## config.mk

```make
export PLATFORM = sky130hd
export DESIGN_NAME = satt_way_sel
export DESIGN_NICKNAME = d
export VERILOG_FILES = /design/src/satt_pkg.sv /design/src/satt_way_sel.sv
export SDC_FILE = /design/constraint.sdc
export NUM_CORES = 1
export LEC_CHECK = 0
export BUFFER_PORTS_ARGS = -buffer_cell sky130_fd_sc_hd__buf_4
export CAP_MARGIN = 10
export CORE_MARGIN = 4
export CORE_UTILIZATION = 48
export DETAILED_ROUTE_END_ITERATION = 7
export PLACE_DENSITY = 0.93
export SYNTH_ARGS = -nofsm -noshare
export SYNTH_HDL_FRONTEND = slang
export SYNTH_SLANG_ARGS = --single-unit
```

## constraint.sdc

```tcl
create_clock -name vclk -period 12.75
set_clock_uncertainty 0.05 [all_clocks]
set_input_delay 0.6375 -clock vclk [all_inputs]
set_output_delay 0.6375 -clock vclk [all_outputs]
set_load 0.03 [all_outputs]
```

## src/satt_pkg.sv

```systemverilog
// Shared sizes, entry types and request codes for the transposition table unit.
`timescale 1ns / 1ps
package satt_pkg;

    localparam int TABLE_SETS = 1024;
    localparam int WAYS       = 4;
    localparam int KEY_W      = 32;
    localparam int DEPTH_W    = 16;
    localparam int SET_W      = (TABLE_SETS > 1) ? $clog2(TABLE_SETS) : 1;
    localparam int WAY_W      = (WAYS > 1) ? $clog2(WAYS) : 1;
    localparam int ENTRY_W    = KEY_W + DEPTH_W;
    localparam int ROW_W      = WAYS * ENTRY_W;

    // Request codes
    localparam logic REQ_LOOKUP = 1'b0;
    localparam logic REQ_INSERT = 1'b1;

    typedef struct packed {
        logic [KEY_W-1:0]   key;
        logic [DEPTH_W-1:0] depth;
    } t_entry;

    typedef t_entry [WAYS-1:0] t_row;

    // Outcome of comparing one set against a key
    typedef struct packed {
        logic               hit;
        logic [WAY_W-1:0]   hit_way;
        logic [DEPTH_W-1:0] hit_depth;
        logic [WAY_W-1:0]   victim;
    } t_way_sel;

    // Set index: low key bits under the set mask
    function automatic logic [SET_W-1:0] set_of(input logic [KEY_W-1:0] key);
        logic [KEY_W-1:0] masked;
        masked = key & KEY_W'(TABLE_SETS - 1);
        return masked[SET_W-1:0];
    endfunction

endpackage

```

## src/satt_way_sel.sv

```systemverilog
// Parallel way compare: first matching way and depth-preferred victim.
`timescale 1ns / 1ps
module satt_way_sel (
    input  satt_pkg::t_row                  i_row,
    input  logic [satt_pkg::KEY_W-1:0]      i_key,
    output satt_pkg::t_way_sel              o_sel
);
    import satt_pkg::*;

    always_comb begin
        logic [DEPTH_W-1:0] v_min;
        v_min          = i_row[0].depth;
        o_sel          = '0;
        for (int w = 0; w < WAYS; w++) begin
            // Take the lowest way holding the key
            if (!o_sel.hit && (i_row[w].key == i_key)) begin
                o_sel.hit       = 1'b1;
                o_sel.hit_way   = WAY_W'(w);
                o_sel.hit_depth = i_row[w].depth;
            end
            // Keep the shallowest way, lowest on ties
            if (i_row[w].depth < v_min) begin
                v_min        = i_row[w].depth;
                o_sel.victim = WAY_W'(w);
            end
        end
    end

endmodule

```

; Yosys cells after proc, flatten, opt, wreduce, memory -nomap -nowiden
; Cells that the tools add are included.
[totals]
register_bits = 0
input_bits = 224
output_inout_bits = 21
wordCells = 22
[op_classes]
magnitude_cmp = 3
n_eq_ne = 4
muxes = 9
reduce_logical = 6
[op_table]
columns = cell, n
row1 = == test 32 bit, 4
row2 = 2-to-1 mux 19 bit, 4
row3 = less-than comparator 16 bit, 3
row4 = 2-to-1 mux 16 bit, 2
row5 = 2-to-1 mux 2 bit, 2
row6 = logical AND 1 bit, 3
row7 = logical NOT 1 bit, 3
row8 = 2-to-1 mux 1 bit, 1

; Depth between registers and ports, before layout
; Gate-level depths: netlist (run 1).
[logic_depth]
word_depth = 11
depth_mapped = 23
depth_no_buf = 21

; Worst setup path before layout (run 1)
; No wires, ideal clock.
[synth_path]
path_type = input -> output
start = in i_row[11] (netlist bit)
end = out o_sel[1] (netlist bit)
t_arrival_ps = 5470
setup_slack_ps = 6593
stages = 23
path_buffers = 2
cell_sequence = inv_1 > ha_1 > a21oi_1 > o21ai_0 > a221oi_1 > o21ai_2 > buf_4 > mux2i_1 > ha_1 > a21oi_1 > o21ai_0 > a221oi_1 > o21ai_0 > a31oi_4 > buf_6 > mux2_1 > ha_1 > nand4_1 > a31oi_1 > nor2_1 > o21ai_0 > o31a_1 > or3b_2
[synth_lines]
columns = element, line_no
row1 = from (decl), satt_way_sel.sv:4  ; input satt_pkg::t_row i_row,
row2 = to (decl), satt_way_sel.sv:6  ; output satt_pkg::t_way_sel o_sel

==> run summary, run 1 <==
The number of flip-flops and latches is 0. The HPWL after detailed placement is 13.3 mm. The total DRC errors in the routed layout is 0.

The area inside the core boundary came out at 7250 sq um. The first-pass detailed-route iteration total came out at 5. The slew at the pin closest to its max-slew limit is 1.19 ns. Counting every instance in the synthesized netlist gives 461. Setup repair after global routing left no endpoint under its margin.

The final net count came out at 968. The average vias per placed instance came out at 5.66. The worst supply voltage drop on vdd is 22.3 uV. The die footprint is 8950 sq um. The number of max-slew violations in the final report is 0. The share of the synthesized area in the top cell type is 25.3%. The count of endpoints failing setup in the final report came out at 0. In this run the power density over the cells is 36.8 nW/um^2.

The number of diodes added for antenna fixing is 0. In the final layout, the share of cells above drive strength 1 is 38.7%. The flow ran to the end, and the final reports show no timing, DRC or antenna violations.

The most frequent standard cell in the layout excluding fill and tap cells is sky130_fd_sc_hd__buf_4. The via count of the first global-routing pass is 4638. The register share of total power is 0%. The yosys synthesis warning count is 0. The horizontal die dimension came out at 94.6 microns. The combined global-route utilization of all metal layers came out at 31.7%. Data on the critical path is required at its endpoint by 12.06 ns.

The sequential cells in the finished layout cover a total of 0 sq um. The synthesized area per cell is 7.81 sq um. The critical path is of the input pin to primary output type. The cell area after technology mapping is 3600 sq um. The combinational group share of total power came out at 100.0%. The routability-driven placement congestion ratio came out at 1.01.

The total count of hold-check failures in the final report is 0. The cell type with the highest aggregate area in the netlist is sky130_fd_sc_hd__xor2_1. The routed design has 15.1 mm of wire.

Once detail routing completed, the nets flagged for antenna violations numbered 0. The iteration-0 DRC count of the detailed router is 179. The number of hold buffers added after CTS was 0.

The overflow left after global routing is 0. After synthesis, the cell types taking the most area are sky130_fd_sc_hd__xor2_1 (25%), sky130_fd_sc_hd__ha_1 (16%), sky130_fd_sc_hd__mux2i_1 (8.6%), sky130_fd_sc_hd__xnor2_1 (5.8%), sky130_fd_sc_hd__inv_1 (5.1%). Once the clock tree was built, the setup fixing pass inserted 0 buffers. The number of max-cap violations came out at 0. The maximum frequency from static timing analysis is 134 MHz. Dividing the final minimum period by the clock period gives 58.5%. The top cell types in the final layout, fill and taps aside, are sky130_fd_sc_hd__buf_4 (247), sky130_fd_sc_hd__xor2_1 (104), sky130_fd_sc_hd__inv_1 (49). The worst setup timing slack at the placement stage is 5.36 ns.

The type of element launching the critical path is an input pin. The quantity of I/O buffers inserted on ports is 245. The clock share of power came out at 0%. The initial antenna violation count came out at 0. The worst setup path is captured at a primary output.

The die is 94.6 microns tall. The number of nets in the synthesized netlist is 730. The internal portion of the total power is 0.105 mW.

In this run switching power makes up 48.0% of total power. The final sum of negative setup slack is 0 ns. The final setup slack of the worst path came out at 5.29 ns.

The biggest fanout along the worst timing path is 16. Gates resized during post-CTS repair numbered 0. The final instance area came out at 5490 sq um. The initial cell density of the core came out at 49.6%. Row generation in the floorplan step produced 31 rows. The post-synthesis cell type count is 47. The clock period minus worst slack is 7.46 ns.

The pin count of the biggest net entering global routing is 35. The sequential share of the synthesized area is 0%. The analysis attributes to net switching a power of 0.0969 mW. After detailed placement, the total cell area comes to 5490 sq um.

For this design the static power due to leakage is 2.84 nW. The worst hold path belongs to the class input pin to primary output. The count of vias placed by the detailed router came out at 4503. Data arrives at the worst endpoint at 6.77 ns. The layout has 0 clock buffers. Headroom to the max-slew limit came out at 21.0%.

The detailed-route wire length per cell is 18.9 microns. The I/O pin count came out at 245. The first global-routing pass estimated 22.4 mm of wire.

The growth of design area from synthesis to finish is 52.6%.
## kinds of logic (layout without fill, tap and decap cells)
logic type / after synthesis / after routing / share of synthesized area, %
buffers and inverters: 60 / 296 / 7.58
and+or+nand+nor: 119 / 119 / 18.2
xor gates and xnor gates: 128 / 128 / 31.2
AOI/OAI and AO/OA: 63 / 63 / 14.2
muxes: 46 / 46 / 13.3
adders and majority gates: 45 / 45 / 15.6
## worst paths after layout
kind  startpoint   endpoint  slack, ns  depth (start not counted)
max    i_row[14]   o_sel[1]       5.29                         22
min    i_row[15]  o_sel[17]       1.57                          4
## metrics by stage
stage | hold slack [ns] | utilization [%] | power [mW] | cells
after global placement | 1.57 | 75.7 | 0.193 | 796
after global routing | 1.60 | 75.7 | 0.220 | 796
final | 1.57 | 75.7 | 0.202 | 796
after floorplan | 1.41 | - | 0.103 | 461
after detailed placement | 1.57 | 75.7 | 0.199 | 796
after CTS | 1.57 | 75.7 | 0.200 | 796
## cell usage after synthesis, drive strengths merged
cell type,instances
mux2i,31
a41oi,1
mux2,15
o31a,1
o221ai,16
o2111ai,1
o211ai,1
xor2,104
xnor2,24
nor2,11
nand3b,1
o21bai,1
or4b,1
or2,1
o21ai,15
nand2,26
ha,45
dlygate4sd1,1
and4,5
a211o,1
clkbuf,2
nand2b,1
a211oi,3
or3b,1
nand4,17
nand3,6
nor3,20
a21oi,14
buf,8
inv,49
a31oi,2
o21a,1
a221oi,4
nor4,27
o22a,1
or3,2
o22ai,1
## power by group through the flow
stage | sequential [mW] | combinational, mW | clock, mW
after floorplan | 0 | 0.103 | 0
after global placement | 0 | 0.193 | 0
after detailed placement | 0 | 0.199 | 0
after CTS | 0 | 0.200 | 0
after global routing | 0 | 0.220 | 0
final | 0 | 0.202 | 0
## layer usage
metal | global-route usage, % | wire, microns
met1 | 33.9 | 5240
met4 | 14.3 | 818
met2 | 60.8 | 7690
met3 | 4.22 | 1320
met5 | 0 | 0
## worst max-delay path: stages
cell and delay, ns:
sky130_fd_sc_hd__buf_4 0.09, sky130_fd_sc_hd__inv_1 0.04, sky130_fd_sc_hd__ha_1 0.32, sky130_fd_sc_hd__nand4_1 0.13, sky130_fd_sc_hd__or2_2 0.34, sky130_fd_sc_hd__o21ai_2 0.93, sky130_fd_sc_hd__mux2i_1 0.36, sky130_fd_sc_hd__ha_1 0.29
sky130_fd_sc_hd__a21oi_1 0.16, sky130_fd_sc_hd__o21ai_0 0.12, sky130_fd_sc_hd__a221oi_1 0.42, sky130_fd_sc_hd__o21ai_0 0.31, sky130_fd_sc_hd__a31oi_4 0.58, sky130_fd_sc_hd__mux2_1 0.39, sky130_fd_sc_hd__ha_1 0.30, sky130_fd_sc_hd__a21oi_1 0.14
sky130_fd_sc_hd__o21ai_0 0.09, sky130_fd_sc_hd__a221oi_1 0.37, sky130_fd_sc_hd__nand2_1 0.12, sky130_fd_sc_hd__o31a_1 0.27, sky130_fd_sc_hd__or3b_2 0.21, sky130_fd_sc_hd__buf_4 0.16
## area by class of cell
| type | instances | area (sq um) |
|---|---|---|
| repair buffers | 247 | 1850 |
| fillers | 555 | 1760 |
| multi-input cells | 401 | 3330 |
| inverters | 49 | 184 |
| well taps | 99 | 124 |
Power figures use the tool's default switching activity.
==> inputs of run 2 (changes only) <==
ABC_AREA = 1   (was unset)
CORE_ASPECT_RATIO = 1.2   (was unset)
CORE_UTILIZATION = 41   (was 48)
PLACE_DENSITY = 0.84   (was 0.93)
clock period = 6.14 ns   (was 12.75 ns; I/O delays follow)
==> run summary, run 2 <==
The flow ran to the end, and the final reports show no timing, DRC or antenna violations. The total DRC errors in the routed layout came out at 0 (unchanged). In the synthesized netlist, the cells that appear most often are sky130_fd_sc_hd__nand2_1 (122), sky130_fd_sc_hd__xnor2_1 (78), sky130_fd_sc_hd__inv_1 (53), sky130_fd_sc_hd__nand3_1 (47), sky130_fd_sc_hd__ha_1 (45). The clock share of power came out at 0% (unchanged). The power per unit of standard cell area came out at 77.3 nW/um^2 (+110%). The relative slew slack is 30.6% (+9.6 points). The growth of design area from synthesis to finish is 50.2%. The sequential share of the synthesized area is 0% (unchanged).

The detailed-route wire length per cell came out at 17.2 microns (-9.2%). The number of flip-flops and latches is 0 (unchanged). The average vias per placed instance is 5.26 (-7.1%). The floorplan die height is 112 microns (+18%). The setup fix buffers added after clock tree synthesis is 0 (unchanged). The overflow left after global routing was 0 (unchanged). The slew at the pin closest to its max-slew limit came to 1.04 ns (-0.144 ns). The HPWL after detailed placement is 14.2 mm (+6.8%). The final wirelength came out at 15.8 mm (+4.9%). In this run the worst hold path is classified as input pin to primary output.

The combined global-route utilization of all metal layers is 28.7% (-2.9 points). The post-layout total power is 0.429 mW (+110%). The first-pass detailed-route iteration total is 5 (unchanged). The fraction of final layout cells sized beyond drive strength 1 is 35.7% (-3.0 points).

The final net count came out at 1074 (+11%). The number of cells in the finished layout apart from fillers is 920 (+16%). The iteration-0 DRC count of the detailed router is 210 (+17%).

The worst endpoint data arrival time came out at 5.05 ns (-1.72 ns). The number of resized instances in the post-cts repair step is 0 (unchanged). In the layout the commonest cells are sky130_fd_sc_hd__buf_4 (246), sky130_fd_sc_hd__nand2_1 (122), sky130_fd_sc_hd__xnor2_1 (78). STA classifies the critical path startpoint as an input pin. The quantity of I/O buffers inserted on ports is 245 (unchanged). The biggest fanout along the worst timing path is 33 (+17). The number of antenna-violating nets in the routed design came out at 0 (unchanged). The area inside the core boundary is 8660 sq um (+19%). The maximum frequency from static timing analysis came out at 185 MHz.

The net switching component of the power is 0.213 mW (+120%). The worst hold slack across all endpoints came to 0.991 ns (-0.584 ns). The initial antenna violation count is 0 (unchanged). The most frequent cell after synthesis is sky130_fd_sc_hd__nand2_1. The number of diodes added for antenna fixing came to 0 (unchanged).

The horizontal die dimension came out at 94.6 microns (about the same). The post-synthesis cell type count came out at 38 (-19%). Sorting the synthesized cells by area gives the leading types as sky130_fd_sc_hd__xnor2_1 (19%), sky130_fd_sc_hd__ha_1 (15%), sky130_fd_sc_hd__nand2_1 (12%), sky130_fd_sc_hd__nand3_1 (6.4%), sky130_fd_sc_hd__xor2_1 (6.2%). The pin count of the biggest net entering global routing is 34 (-2.9%). The cell area after technology mapping came out at 3690 sq um (+2.6%). Summed over all instances, the cell type with the most area after synthesis is sky130_fd_sc_hd__xnor2_1. The number of max-cap violations came out at 0 (unchanged). The number of clock buffers in the layout came to 0 (unchanged). The via count of the first global-routing pass came out at 5188 (+12%). The first-pass GRT wire length is 24.3 mm (+8.5%). The count of endpoints failing setup in the final report is 0 (unchanged).

The floorplan row count is 37 (+19%). The register share of total power is 0% (unchanged). The final sum of negative setup slack came out at 0 ns (unchanged). The number of instances in the synthesized netlist is 581 (+26%).

The total count of hold-check failures in the final report came out at 0 (unchanged). The clock period minus worst slack came out at 5.41 ns. The standby leakage power was 2.75 nW (-3.2%). After layout, the worst path uses 88.1% of the clock period. The library cell used most frequently in the layout, excluding fill and tap cells, is sky130_fd_sc_hd__buf_4. The area of all sequential standard cells is 0 sq um (unchanged). The yosys synthesis warning count is 0 (unchanged). The number of buffers inserted for hold repair after clock tree synthesis is 0 (unchanged).

The internal power component came out at 0.216 mW (+110%). The synthesized netlist net count is 850 (+16%). The number of max-slew violations in the final report came to 0 (unchanged). The required time at the endpoint of the critical path came out at 5.78 ns (-6.28 ns). The I/O pin count is 245 (unchanged).

The die footprint came out at 10600 sq um (+18%). The utilization of the core after routing was 64.1% (-12 points). The routability-driven placement congestion ratio was 0.935 (-7.0%). The share of total power consumed by net switching came to 49.6% (+1.6 points). The worst supply voltage drop on vdd is 43.6 uV (+95%). The initial cell density of the core is 42.6% (-7.0 points). The combinational group share of total power came out at 100.0% (about the same). The critical setup path kind is input pin to primary output. The instance count after placement with tap cells included came to 920 (+16%). The count of vias placed by the detailed router came out at 4836 (+7.4%). Setup repair after global routing left no endpoint under its margin. The share of the synthesized area in the top cell type is 18.5% (-6.8 points).

The synthesized area per cell came out at 6.35 sq um (-19%). The worst setup path is captured at a primary output.
## run 2: cell count changes in the layout (fill, tap and decap cells not counted), sizes merged, moves of 15 or more
cell / before / now
xnor2: 24 / 78
nand3: 6 / 47
nor4: 27 / 10
o221ai: 16 / 0
xor2: 104 / 26
mux2: 15 / 0
nand2: 26 / 128
mux2i: 31 / 0
nor2: 11 / 41
o21ai: 15 / 36
## run 2: path summary, 6_finish.rpt
path | from | to | cells after the start
setup / recovery | i_row[9] | o_sel[1] | 26
hold / removal | i_row[147] | o_sel[5] | 4
## run 2: cells by family (layout without fill, tap and decap cells)
logic type / Yosys count / after routing / share of synthesized area (%)
simple gates: 275 / 275 / 35.7
compound gates: 77 / 77 / 14.9
buf+inv: 80 / 302 / 9.46
xor+xnor: 104 / 104 / 24.7
fa+ha+maj: 45 / 45 / 15.3
## run 2: critical path, stage by stage
cell and delay, ns:
sky130_fd_sc_hd__buf_4 0.09, sky130_fd_sc_hd__inv_1 0.04, sky130_fd_sc_hd__ha_1 0.30, sky130_fd_sc_hd__nand2_1 0.06, sky130_fd_sc_hd__inv_1 0.03, sky130_fd_sc_hd__o21ai_1 0.13
sky130_fd_sc_hd__a21oi_1 0.10, sky130_fd_sc_hd__nor2_2 0.16, sky130_fd_sc_hd__nand2_2 0.31, sky130_fd_sc_hd__o21ai_0 0.55, sky130_fd_sc_hd__ha_1 0.33, sky130_fd_sc_hd__nand2_1 0.06
sky130_fd_sc_hd__inv_1 0.05, sky130_fd_sc_hd__nand3_1 0.06, sky130_fd_sc_hd__a31oi_1 0.08, sky130_fd_sc_hd__a2111oi_1 0.44, sky130_fd_sc_hd__nand2_2 0.43, sky130_fd_sc_hd__o21ai_0 0.29
sky130_fd_sc_hd__ha_1 0.28, sky130_fd_sc_hd__a21oi_1 0.15, sky130_fd_sc_hd__nor2_1 0.06, sky130_fd_sc_hd__a211oi_1 0.21, sky130_fd_sc_hd__o221a_2 0.22, sky130_fd_sc_hd__nand2_1 0.07
sky130_fd_sc_hd__nand2_1 0.06, sky130_fd_sc_hd__buf_4 0.17
## run 2: routing by layer
metal / vias up / GRT usage (%) / wire length [microns]
li1: 2407 / - / -
met1: 2172 / 29.3 / 5530
met2: 214 / 55.7 / 8310
met3: 43 / 4.59 / 1220
met4: 0 / 12.3 / 750
met5: - / 0 / 0
## run 2: layout make-up
class	instances	area (sq um)
multi-input cells	501	3340
repair buffers	246	1850
fillers	789	3110
well taps	117	146
inverters	56	210
## run 2: power by group through the flow
stage	Clock (mW)	Sequential [mW]	Combinational (mW)
after floorplan	0	0	0.235
after CTS	0	0	0.429
after global placement	0	0	0.415
after detailed placement	0	0	0.427
final	0	0	0.429
after global routing	0	0	0.481
## run 2: per-stage QoR
step	worst slack (ns)	instance area [sq um]
floorplan	1.81	3690
global placement	0.907	5550
detailed placement	0.805	5550
CTS	0.770	5550
global route	0.166	5550
finish	0.729	5550
